File: config.mk
export PLATFORM = sky130hd
export DESIGN_NAME = timeline_phase_generator_flat
export DESIGN_NICKNAME = d
export VERILOG_FILES = /design/src/hw/rtl/tpg_pkg.sv /design/src/hw/rtl/tpg_ifs.sv /design/src/hw/rtl/timeline_phase_generator.sv /design/src/flat_wrapper.sv
export SDC_FILE = /design/constraint.sdc
export NUM_CORES = 1
export LEC_CHECK = 0
export BUFFER_PORTS_ARGS = -buffer_cell sky130_fd_sc_hd__buf_2
export CORE_ASPECT_RATIO = 1.75
export CORE_MARGIN = 4
export CORE_UTILIZATION = 50
export DETAILED_ROUTE_END_ITERATION = 12
export PLACE_DENSITY_LB_ADDON = 0.15
export SYNTH_ARGS = -nofsm -noshare
export SYNTH_HDL_FRONTEND = slang
export SYNTH_SLANG_ARGS = --single-unit
File: constraint.sdc
create_clock -name clk -period 9.4 [get_ports clk]
set_input_delay 1.88 -clock clk [delete_from_list [all_inputs] [get_ports clk]]
set_output_delay 1.88 -clock clk [all_outputs]
set_load 0.05 [all_outputs]
File: src/hw/rtl/tpg_pkg.sv
// Package with shared widths, codes and reset values of the timeline phase generator.
`default_nettype none

package tpg_pkg;

  // Fixed field widths.
  localparam int MODE_W     = 3;
  localparam int DELTA_W    = 16;
  localparam int DUR_W      = 24;
  localparam int KIND_W     = 2;
  localparam int RATE_W     = 16;
  localparam int STATUS_W   = 2;
  localparam int ELAPSED_W  = 32;
  localparam int DELAY_W    = 25;
  localparam int CFG_IDX_W  = 4;
  localparam int CFG_DATA_W = 24;

  // Default fraction widths.
  localparam int PHASE_FRAC_BITS = 16;
  localparam int SPEED_FRAC_BITS = 8;

  // Command codes.
  localparam logic [MODE_W-1:0] MODE_TICK    = 3'd0;
  localparam logic [MODE_W-1:0] MODE_PLAY    = 3'd1;
  localparam logic [MODE_W-1:0] MODE_PAUSE   = 3'd2;
  localparam logic [MODE_W-1:0] MODE_RESUME  = 3'd3;
  localparam logic [MODE_W-1:0] MODE_STOP    = 3'd4;
  localparam logic [MODE_W-1:0] MODE_RESTART = 3'd5;

  // Run states as reported on the result.
  localparam logic [STATUS_W-1:0] RS_IDLE      = 2'd0;
  localparam logic [STATUS_W-1:0] RS_PLAYING   = 2'd1;
  localparam logic [STATUS_W-1:0] RS_PAUSED    = 2'd2;
  localparam logic [STATUS_W-1:0] RS_COMPLETED = 2'd3;

  // Loop kinds.
  localparam logic [KIND_W-1:0] LK_ONCE = 2'd0;
  localparam logic [KIND_W-1:0] LK_LOOP = 2'd1;
  localparam logic [KIND_W-1:0] LK_PING = 2'd2;

  // Register indexes.
  localparam logic [CFG_IDX_W-1:0] CFG_DURATION    = 4'd0;
  localparam logic [CFG_IDX_W-1:0] CFG_START_DELAY = 4'd1;
  localparam logic [CFG_IDX_W-1:0] CFG_LOOP_KIND   = 4'd2;
  localparam logic [CFG_IDX_W-1:0] CFG_RATE        = 4'd3;

  // Register reset values.
  localparam logic [DUR_W-1:0]  DURATION_RST    = 24'd1000;
  localparam logic [DUR_W-1:0]  START_DELAY_RST = 24'd0;
  localparam logic [KIND_W-1:0] LOOP_KIND_RST   = LK_ONCE;
  localparam logic [RATE_W-1:0] RATE_RST        = 16'd256;

endpackage

`default_nettype wire

File: src/hw/rtl/tpg_ifs.sv
// Handshake interfaces for the command, result and configuration channels.
`default_nettype none

interface tpg_cmd_if;
  import tpg_pkg::*;
  logic               valid;
  logic               ready;
  logic [MODE_W-1:0]  mode;
  logic [DELTA_W-1:0] delta_time;
  logic               owner_valid;

  modport source (output valid, mode, delta_time, owner_valid, input ready);
  modport sink   (input valid, mode, delta_time, owner_valid, output ready);
endinterface

interface tpg_res_if #(
  parameter int PhaseFracBits = tpg_pkg::PHASE_FRAC_BITS
);
  import tpg_pkg::*;
  logic                  valid;
  logic                  ready;
  logic [PhaseFracBits:0] phase;
  logic                  phase_valid;
  logic                  started;
  logic                  completed;
  logic [STATUS_W-1:0]   run_status;

  modport source (output valid, phase, phase_valid, started, completed, run_status,
                  input ready);
  modport sink   (input valid, phase, phase_valid, started, completed, run_status,
                  output ready);
endinterface

interface tpg_cfg_if;
  import tpg_pkg::*;
  logic                  valid;
  logic                  ready;
  logic [CFG_IDX_W-1:0]  index;
  logic [CFG_DATA_W-1:0] data;

  modport source (output valid, index, data, input ready);
  modport sink   (input valid, index, data, output ready);
endinterface

`default_nettype wire

File: src/hw/rtl/timeline_phase_generator.sv
// Timeline controller: run state, delay and elapsed counters, phase by a shared divider.
// One item is in work at a time; its result is registered as the block returns to idle. A
// control command, an ignored tick or a tick in the start delay goes straight to the result;
// a tick that ends a once-mode pass or meets a zero duration goes through multiply, add and
// compare; a phase tick then divides out the fraction, after the remainder if the pass wraps.
// A stall on the result holds the item. Synchronous reset restores defaults and idle.
`default_nettype none

module timeline_phase_generator #(
  parameter int PhaseFracBits = tpg_pkg::PHASE_FRAC_BITS,
  parameter int SpeedFracBits = tpg_pkg::SPEED_FRAC_BITS
) (
  input  wire       clk,
  input  wire       rst,
  tpg_cmd_if.sink   cmd,
  tpg_res_if.source res,
  tpg_cfg_if.sink   cfg
);
  import tpg_pkg::*;

  localparam int D_W    = DUR_W + SpeedFracBits;
  localparam int WIDE_W = (ELAPSED_W > D_W ? ELAPSED_W : D_W) + 1;
  localparam int CNT_W  = $clog2(ELAPSED_W > PhaseFracBits ? ELAPSED_W : PhaseFracBits);
  localparam logic [PhaseFracBits:0] ONE = {1'b1, {PhaseFracBits{1'b0}}};

  typedef enum logic [2:0] {
    S_IDLE, S_MUL, S_ADD, S_CMP, S_MOD, S_FRAC, S_EMIT
  } seq_state_t;

  seq_state_t state;

  // Configuration registers.
  logic [DUR_W-1:0]  duration;
  logic [DUR_W-1:0]  start_delay;
  logic [KIND_W-1:0] loop_kind;
  logic [RATE_W-1:0] rate;

  // Timeline state.
  logic [STATUS_W-1:0]  run_state;
  logic [ELAPSED_W-1:0] elapsed;
  logic [DELAY_W-1:0]   delay_count;
  logic                 bounce_reversed;
  logic                 start_done;

  // Working registers of the current item.
  logic [DELTA_W-1:0]       delta;
  logic [ELAPSED_W-1:0]     prod;
  logic [WIDE_W-1:0]        rem;
  logic [PhaseFracBits-1:0] quot;
  logic [PhaseFracBits:0]   raw;
  logic [CNT_W-1:0]         cnt;
  logic                     flag_valid;
  logic                     flag_started;
  logic                     flag_completed;

  // Result register.
  logic                   res_valid;
  logic [PhaseFracBits:0] res_phase;
  logic                   res_phase_valid;
  logic                   res_started;
  logic                   res_completed;
  logic [STATUS_W-1:0]    res_run_status;

  // Combinational helpers.
  logic [RATE_W-1:0]    mag;
  logic [D_W-1:0]       dsc;
  logic [WIDE_W-1:0]    dsc_wide;
  logic [WIDE_W-1:0]    elapsed_wide;
  logic [DELAY_W:0]     delay_sum;
  logic [DELAY_W-1:0]   delay_sat;
  logic [ELAPSED_W:0]   elapsed_sum;
  logic [WIDE_W-1:0]    step_in;
  logic                 step_take;
  logic [WIDE_W-1:0]    step_out;
  logic                 is_loop;
  logic                 rev;
  logic [PhaseFracBits:0] phase_out;

  assign mag          = rate[RATE_W-1] ? RATE_W'(RATE_W'(0) - rate) : rate;
  assign dsc          = {duration, {SpeedFracBits{1'b0}}};
  assign dsc_wide     = {{(WIDE_W - D_W){1'b0}}, dsc};
  assign elapsed_wide = {{(WIDE_W - ELAPSED_W){1'b0}}, elapsed};
  assign delay_sum    = {1'b0, delay_count} + {{(DELAY_W + 1 - DELTA_W){1'b0}}, cmd.delta_time};
  assign delay_sat    = delay_sum[DELAY_W] ? {DELAY_W{1'b1}} : delay_sum[DELAY_W-1:0];
  assign elapsed_sum  = {1'b0, elapsed} + {1'b0, prod};
  assign is_loop      = (loop_kind == LK_LOOP) || (loop_kind == LK_PING);

  // Shared shift-compare-subtract step: remainder pass feeds elapsed bits, fraction feeds zeros.
  always_comb begin
    step_in   = {rem[WIDE_W-2:0], (state == S_MOD) ? elapsed[ELAPSED_W-1] : 1'b0};
    step_take = (step_in >= dsc_wide);
    step_out  = step_take ? step_in - dsc_wide : step_in;
  end

  // Mirror the phase for negative speed XOR the ping-pong direction.
  assign rev       = rate[RATE_W-1] ^ bounce_reversed;
  assign phase_out = flag_valid ? (rev ? ONE - raw : raw) : '0;

  assign cmd.ready      = (state == S_IDLE);
  assign cfg.ready      = 1'b1;
  assign res.valid       = res_valid;
  assign res.phase       = res_phase;
  assign res.phase_valid = res_phase_valid;
  assign res.started     = res_started;
  assign res.completed   = res_completed;
  assign res.run_status  = res_run_status;

  // Sequencer, timeline state, configuration and result register.
  always_ff @(posedge clk) begin
    if (rst) begin
      state           <= S_IDLE;
      duration        <= DURATION_RST;
      start_delay     <= START_DELAY_RST;
      loop_kind       <= LOOP_KIND_RST;
      rate            <= RATE_RST;
      run_state       <= RS_IDLE;
      elapsed         <= '0;
      delay_count     <= '0;
      bounce_reversed <= 1'b0;
      start_done      <= 1'b0;
      res_valid       <= 1'b0;
    end else begin
      // Register writes must arrive only while the block is idle; the block itself does not enforce it.
      if (cfg.valid) begin
        unique case (cfg.index)
          CFG_DURATION:    duration    <= cfg.data[DUR_W-1:0];
          CFG_START_DELAY: start_delay <= cfg.data[DUR_W-1:0];
          CFG_LOOP_KIND:   loop_kind   <= cfg.data[KIND_W-1:0];
          CFG_RATE:        rate        <= cfg.data[RATE_W-1:0];
          default: ;
        endcase
      end

      if (res_valid && res.ready) begin
        res_valid <= 1'b0;
      end

      unique case (state)
        S_IDLE: begin
          if (cmd.valid) begin
            delta          <= cmd.delta_time;
            flag_valid     <= 1'b0;
            flag_started   <= 1'b0;
            flag_completed <= 1'b0;
            state          <= S_EMIT;
            unique case (cmd.mode) inside
              MODE_PLAY, MODE_RESTART, MODE_STOP: begin
                elapsed         <= '0;
                delay_count     <= '0;
                bounce_reversed <= 1'b0;
                start_done      <= 1'b0;
                run_state       <= (cmd.mode == MODE_STOP) ? RS_IDLE : RS_PLAYING;
              end
              MODE_PAUSE: begin
                if (run_state == RS_PLAYING) run_state <= RS_PAUSED;
              end
              MODE_RESUME: begin
                if (run_state == RS_PAUSED) run_state <= RS_PLAYING;
              end
              MODE_TICK: begin
                if (run_state == RS_PLAYING) begin
                  if (!cmd.owner_valid) begin
                    // Target gone: behave as stop.
                    elapsed         <= '0;
                    delay_count     <= '0;
                    bounce_reversed <= 1'b0;
                    start_done      <= 1'b0;
                    run_state       <= RS_IDLE;
                  end else if (start_done) begin
                    state <= S_MUL;
                  end else begin
                    // Count the start delay; the whole delta also runs once it ends.
                    delay_count <= delay_sat;
                    if (delay_sat >= {{(DELAY_W - DUR_W){1'b0}}, start_delay}) begin
                      start_done   <= 1'b1;
                      flag_started <= 1'b1;
                      state        <= S_MUL;
                    end
                  end
                end
              end
              default: ;
            endcase
          end
        end

        S_MUL: begin
          prod  <= ELAPSED_W'(delta * mag);
          state <= S_ADD;
        end

        S_ADD: begin
          elapsed <= elapsed_sum[ELAPSED_W] ? {ELAPSED_W{1'b1}} : elapsed_sum[ELAPSED_W-1:0];
          state   <= S_CMP;
        end

        S_CMP: begin
          flag_valid <= 1'b1;
          if ((dsc == '0) || (elapsed_wide >= dsc_wide)) begin
            if (is_loop) begin
              if (loop_kind == LK_PING) bounce_reversed <= ~bounce_reversed;
              if (dsc == '0) begin
                elapsed <= '0;
                raw     <= ONE;
                state   <= S_EMIT;
              end else begin
                rem   <= '0;
                cnt   <= CNT_W'(ELAPSED_W - 1);
                state <= S_MOD;
              end
            end else begin
              raw            <= ONE;
              run_state      <= RS_COMPLETED;
              flag_completed <= 1'b1;
              state          <= S_EMIT;
            end
          end else begin
            rem   <= elapsed_wide;
            quot  <= '0;
            cnt   <= CNT_W'(PhaseFracBits - 1);
            state <= S_FRAC;
          end
        end

        // Remainder of elapsed by the scaled duration, one bit per cycle.
        S_MOD: begin
          rem     <= step_out;
          elapsed <= {elapsed[ELAPSED_W-2:0], 1'b0};
          cnt     <= cnt - 1'b1;
          if (cnt == '0) begin
            elapsed <= step_out[ELAPSED_W-1:0];
            quot    <= '0;
            cnt     <= CNT_W'(PhaseFracBits - 1);
            state   <= S_FRAC;
          end
        end

        // Phase fraction, one quotient bit per cycle.
        S_FRAC: begin
          rem  <= step_out;
          quot <= {quot[PhaseFracBits-2:0], step_take};
          cnt  <= cnt - 1'b1;
          if (cnt == '0) begin
            raw   <= {1'b0, quot[PhaseFracBits-2:0], step_take};
            state <= S_EMIT;
          end
        end

        S_EMIT: begin
          if (!res_valid || res.ready) begin
            res_valid       <= 1'b1;
            res_phase       <= phase_out;
            res_phase_valid <= flag_valid;
            res_started     <= flag_started;
            res_completed   <= flag_completed;
            res_run_status  <= run_state;
            state           <= S_IDLE;
          end
        end

        default: state <= S_IDLE;
      endcase
    end
  end

endmodule

`default_nettype wire

File: src/flat_wrapper.sv
// flat-port wrapper written by rule: the top's interface ports become plain ports
module timeline_phase_generator_flat import tpg_pkg::*;
#(
  parameter int PhaseFracBits = tpg_pkg::PHASE_FRAC_BITS,
  parameter int SpeedFracBits = tpg_pkg::SPEED_FRAC_BITS
)
  (clk, rst, cmd_valid, cmd_mode, cmd_delta_time, cmd_owner_valid, cmd_ready, res_valid, res_phase, res_phase_valid, res_started, res_completed, res_run_status, res_ready, cfg_valid, cfg_index, cfg_data, cfg_ready);
  tpg_cmd_if cmd_i ();
  tpg_res_if #(.PhaseFracBits(PhaseFracBits)) res_i ();
  tpg_cfg_if cfg_i ();
  input  wire clk;
  input  wire rst;
  input wire logic [$bits(cmd_i.valid)-1:0] cmd_valid;
  input wire logic [$bits(cmd_i.mode)-1:0] cmd_mode;
  input wire logic [$bits(cmd_i.delta_time)-1:0] cmd_delta_time;
  input wire logic [$bits(cmd_i.owner_valid)-1:0] cmd_owner_valid;
  output wire logic [$bits(cmd_i.ready)-1:0] cmd_ready;
  output wire logic [$bits(res_i.valid)-1:0] res_valid;
  output wire logic [$bits(res_i.phase)-1:0] res_phase;
  output wire logic [$bits(res_i.phase_valid)-1:0] res_phase_valid;
  output wire logic [$bits(res_i.started)-1:0] res_started;
  output wire logic [$bits(res_i.completed)-1:0] res_completed;
  output wire logic [$bits(res_i.run_status)-1:0] res_run_status;
  input wire logic [$bits(res_i.ready)-1:0] res_ready;
  input wire logic [$bits(cfg_i.valid)-1:0] cfg_valid;
  input wire logic [$bits(cfg_i.index)-1:0] cfg_index;
  input wire logic [$bits(cfg_i.data)-1:0] cfg_data;
  output wire logic [$bits(cfg_i.ready)-1:0] cfg_ready;
  assign cmd_i.valid = cmd_valid;
  assign cmd_i.mode = cmd_mode;
  assign cmd_i.delta_time = cmd_delta_time;
  assign cmd_i.owner_valid = cmd_owner_valid;
  assign cmd_ready = cmd_i.ready;
  assign res_valid = res_i.valid;
  assign res_phase = res_i.phase;
  assign res_phase_valid = res_i.phase_valid;
  assign res_started = res_i.started;
  assign res_completed = res_i.completed;
  assign res_run_status = res_i.run_status;
  assign res_i.ready = res_ready;
  assign cfg_i.valid = cfg_valid;
  assign cfg_i.index = cfg_index;
  assign cfg_i.data = cfg_data;
  assign cfg_ready = cfg_i.ready;
  timeline_phase_generator #(.PhaseFracBits(PhaseFracBits), .SpeedFracBits(SpeedFracBits)) u_core (.clk(clk), .rst(rst), .cmd(cmd_i), .res(res_i), .cfg(cfg_i));
endmodule
==> results.py <==
metrics = {
    "clock_tree": {
        "clock_latency_ps": 580,
        "post_cts_buffers": 0,
        "hold_buffers": 0,
        "cts_sinks": 273,
        "htreeDepth": 1,
        "cts_tree": "yes",
        "clk_pin_slew_ps": 70,
        "postCtsResizedCells": 0,
        "clockRootBuffer": "clkbuf_16",
        "cts_buffers": 27,
        "clock_path_buffers": 3,
    },
    "synth": {
        "synth_edf_count": 142,
        "synthTopCellsByCount": "nand2_1 (424), inv_1 (321), ha_1 (228), a21oi_1 (216), fa_1 (197)",
        "yosysTopAreaCell": "edfxtp_1",
        "synth_warnings": 0,
        "syn_avg_cell_area_um2": 8.81,
        "synth.cell_area_um2": 25100,
        "synth.most_common_cell": "nand2_1",
        "synth_ff_type": "edfxtp_1",
        "ys_ff_latch": 273,
        "ys_seq_area_share_pct": 27.5,
        "syn-num-nets": 3323,
        "ys_types": 86,
        "synth_cells": 2845,
        "synth_area_leaders": "edfxtp_1 (17%), fa_1 (16%), ha_1 (11%), dfxtp_1 (10%), nand2_1 (6.3%)",
        "synthArstFlopShare_pct": 0,
        "synth_top_area_share_pct": 17.0,
    },
    "outcome": {
        "status": "finished clean",
    },
    "critical_path": {
        "r2r_start": "u_core.rate[0]",
        "r2r_slack_ps": 1330,
        "critical_path.startpoint_type": "flop",
        "crit_path_end": "u_core.prod[25]",
        "worstReg2RegEnd": "u_core.prod[25]",
        "reg2reg_depth": 28,
        "critPathSlowestCell": "dfxtp_1",
        "required_ps": 9710,
        "cp-end-kind": "flop",
        "startpoint": "u_core.rate[0]",
        "worst_ep_arrival_time_ps": 8380,
        "slowest_delay_ps": 810,
        "worst-setup-path-type": "reg2reg",
        "crit_path_max_fanout": 20,
    },
    "sta": {
        "relSlewSlack_pct": 26.5,
        "whs_ps": 432,
        "setup_violations": 0,
        "fmax_mhz": 124,
        "drv_slew": 0,
        "tightest_slew_ps": 1100,
        "fin_crit_ps": 8070,
        "fin_skew_ps": 17.1,
        "rsz0062_at_grt": "false",
        "hold_viol_final": 0,
        "fin_tns_setup_ps": 0,
        "post-route-period-util_pct": 85.9,
    },
    "die": {
        "row_count": 108,
        "die_h_um": 304,
        "die_w_um": 177,
        "core_um2": 49600,
        "io_pins": 78,
        "die-area_um2": 53900,
        "start_util_pct": 50.5,
    },
    "finish": {
        "fin_nets": 3349,
        "fill_cells": 4645,
        "area_delta_synth_final_pct": 7.97,
        "layout-drive-gt1-share_pct": 6.47,
    },
    "detailed_routing": {
        "drc": 0,
        "first_pass_iters": 6,
        "ant_nets": 0,
        "routedWlPerCell_um": 21.8,
        "viasPerCell": 5.85,
        "drtIter0Drc": 1538,
        "vias": 20796,
        "drt-total-wl_um": 77300,
    },
    "global_routing": {
        "grt_pass1_wl_um": 119000,
        "grt_pass1_vias": 21271,
        "grt_max_degree": 66,
        "antenna_found_initial": 1,
        "grt.total_usage_pct": 28.3,
        "grt_overflow": 0,
    },
    "power": {
        "peakVddDrop_v": 0.000255,
        "p_per_area_nw_per_um2": 183,
        "power_mw": 4.94,
        "p_leak_nw": 11.7,
    },
    "min_path": {
        "min_delay_path_depth": 0,
        "worst_hold_path_type": "reg2reg",
    },
    "placement": {
        "port_buffers": 76,
        "dp_hpwl_um": 61600,
        "gp_congestion": 0.960,
    },
    "flow_run": {
        "maxCapViolations": 0,
    },
}
[kinds of logic (layout without fill, tap and decap cells)]
logic type | after synthesis | count (layout) | synth area share (%)
and+or+nand+nor | 943 | 943 | 18.2
AOI/OAI and AO/OA | 627 | 627 | 15.8
buffers and inverters | 444 | 491 | 6.68
adders and majority gates | 425 | 425 | 27.1
DFF | 273 | 273 | 27.5
xor gates and xnor gates | 111 | 111 | 3.88
muxes | 21 | 21 | 0.844
other | 1 | 2 | 0.0150
[layer usage]
| layer | vias to the layer above | part of all wire [%] | global-route usage [%] |
|---|---|---|---|
| met5 | - | 0 | 0 |
| met3 | 250 | 4.1 | 3.03 |
| met1 | 10118 | 35 | 29.6 |
| li1 | 9793 | - | - |
| met2 | 635 | 52 | 51.5 |
| met4 | 0 | 9.2 | 20.7 |
[per-stage QoR]
| step | setup WS [ps] | instances | cell area, µm² | util [%] |
|---|---|---|---|---|
| 5_1_grt | 898 | 3553 | 27100 | 54.6 |
| 4_1_cts | 1340 | 3552 | 27100 | 54.6 |
| 2_1_floorplan | 2060 | 2845 | 25100 | - |
| 3_5_place_dp | 1410 | 3502 | 26200 | 52.8 |
| 6_report | 1330 | 3553 | 27100 | 54.6 |
| 3_3_place_gp | 1590 | 3502 | 26200 | 52.8 |
[report_power, final]
part           switching, mW  internal, mW
combinational           1.39         0.767
clock                  0.529         0.603
sequential             0.199          1.46
total                   2.12          2.82
[layout make-up]
cell class	count	area [µm²]	share of cell area (%)
multi-input cells	2128	16500	61.1
flip-flops and latches	273	6890	25.4
inverters	322	1210	4.47
well taps	660	826	3.05
repair buffers	119	706	2.61
clock buffers	31	701	2.59
clock inverters	19	194	0.717
diodes	1	2.50	0.00925
[registers in the layout, indices dropped and copies added (netlist names), 2 cells and up]
name,cells
u_core.elapsed,32
u_core.prod,32
u_core.rem,32
u_core.delay_count,25
u_core.duration,24
u_core.start_delay,24
u_core.raw,17
u_core.res.phase,17
u_core.delta,16
u_core.rate,16
u_core.quot,15
u_core.cnt,5
u_core.state,3
u_core.loop_kind,2
u_core.res.run_status,2
u_core.run_state,2
[worst min-delay path by stage]
stage                     slack [ps]                    to             startpoint
after floorplan                  400  u_core.res.completed  u_core.flag_completed
after global placement           420  u_core.res.completed  u_core.flag_completed
after detailed placement         420    u_core.res.started    u_core.flag_started
after CTS                        440  u_core.res.completed  u_core.flag_completed
after global routing             440  u_core.res.completed  u_core.flag_completed
final                            430  u_core.res.completed  u_core.flag_completed
[worst max-delay path, delay by kind of cell, from the launching register on]
kind | cells | cell delay [ps]
buf+inv | 7 | 660
flops | 1 | 810
xor+xnor | 2 | 740
fa+ha+maj | 8 | 3710
simple gates | 4 | 380
compound gates | 7 | 1500
[cell usage in the layout, fill, tap and decap left out, drive strengths merged, types with 6 or more instances in the layout]
| master | n |
|---|---|
| a21boi | 9 |
| nor4 | 18 |
| nand4 | 17 |
| and2 | 103 |
| edfxtp | 142 |
| a32oi | 12 |
| dfxtp | 131 |
| nor2 | 108 |
| nand3 | 44 |
| nor2b | 59 |
| o21ai | 122 |
| a22oi | 20 |
| a211oi | 15 |
| ha | 228 |
| fa | 197 |
| buf | 119 |
| nor3 | 46 |
| nand2b | 40 |
| a21o | 43 |
| o211ai | 18 |
| or3 | 13 |
| o41ai | 7 |
| xor2 | 38 |
| mux2i | 20 |
| inv | 326 |
| clkinv | 9 |
| o21bai | 7 |
| o21a | 33 |
| a21oi | 217 |
| o31ai | 19 |
| clkbuf | 31 |
| a32o | 6 |
| a221oi | 6 |
| xnor2 | 73 |
| o22ai | 21 |
| a31oi | 32 |
| and4 | 6 |
| nand2 | 424 |
| and3 | 31 |
(Power assumes the default switching activity.)
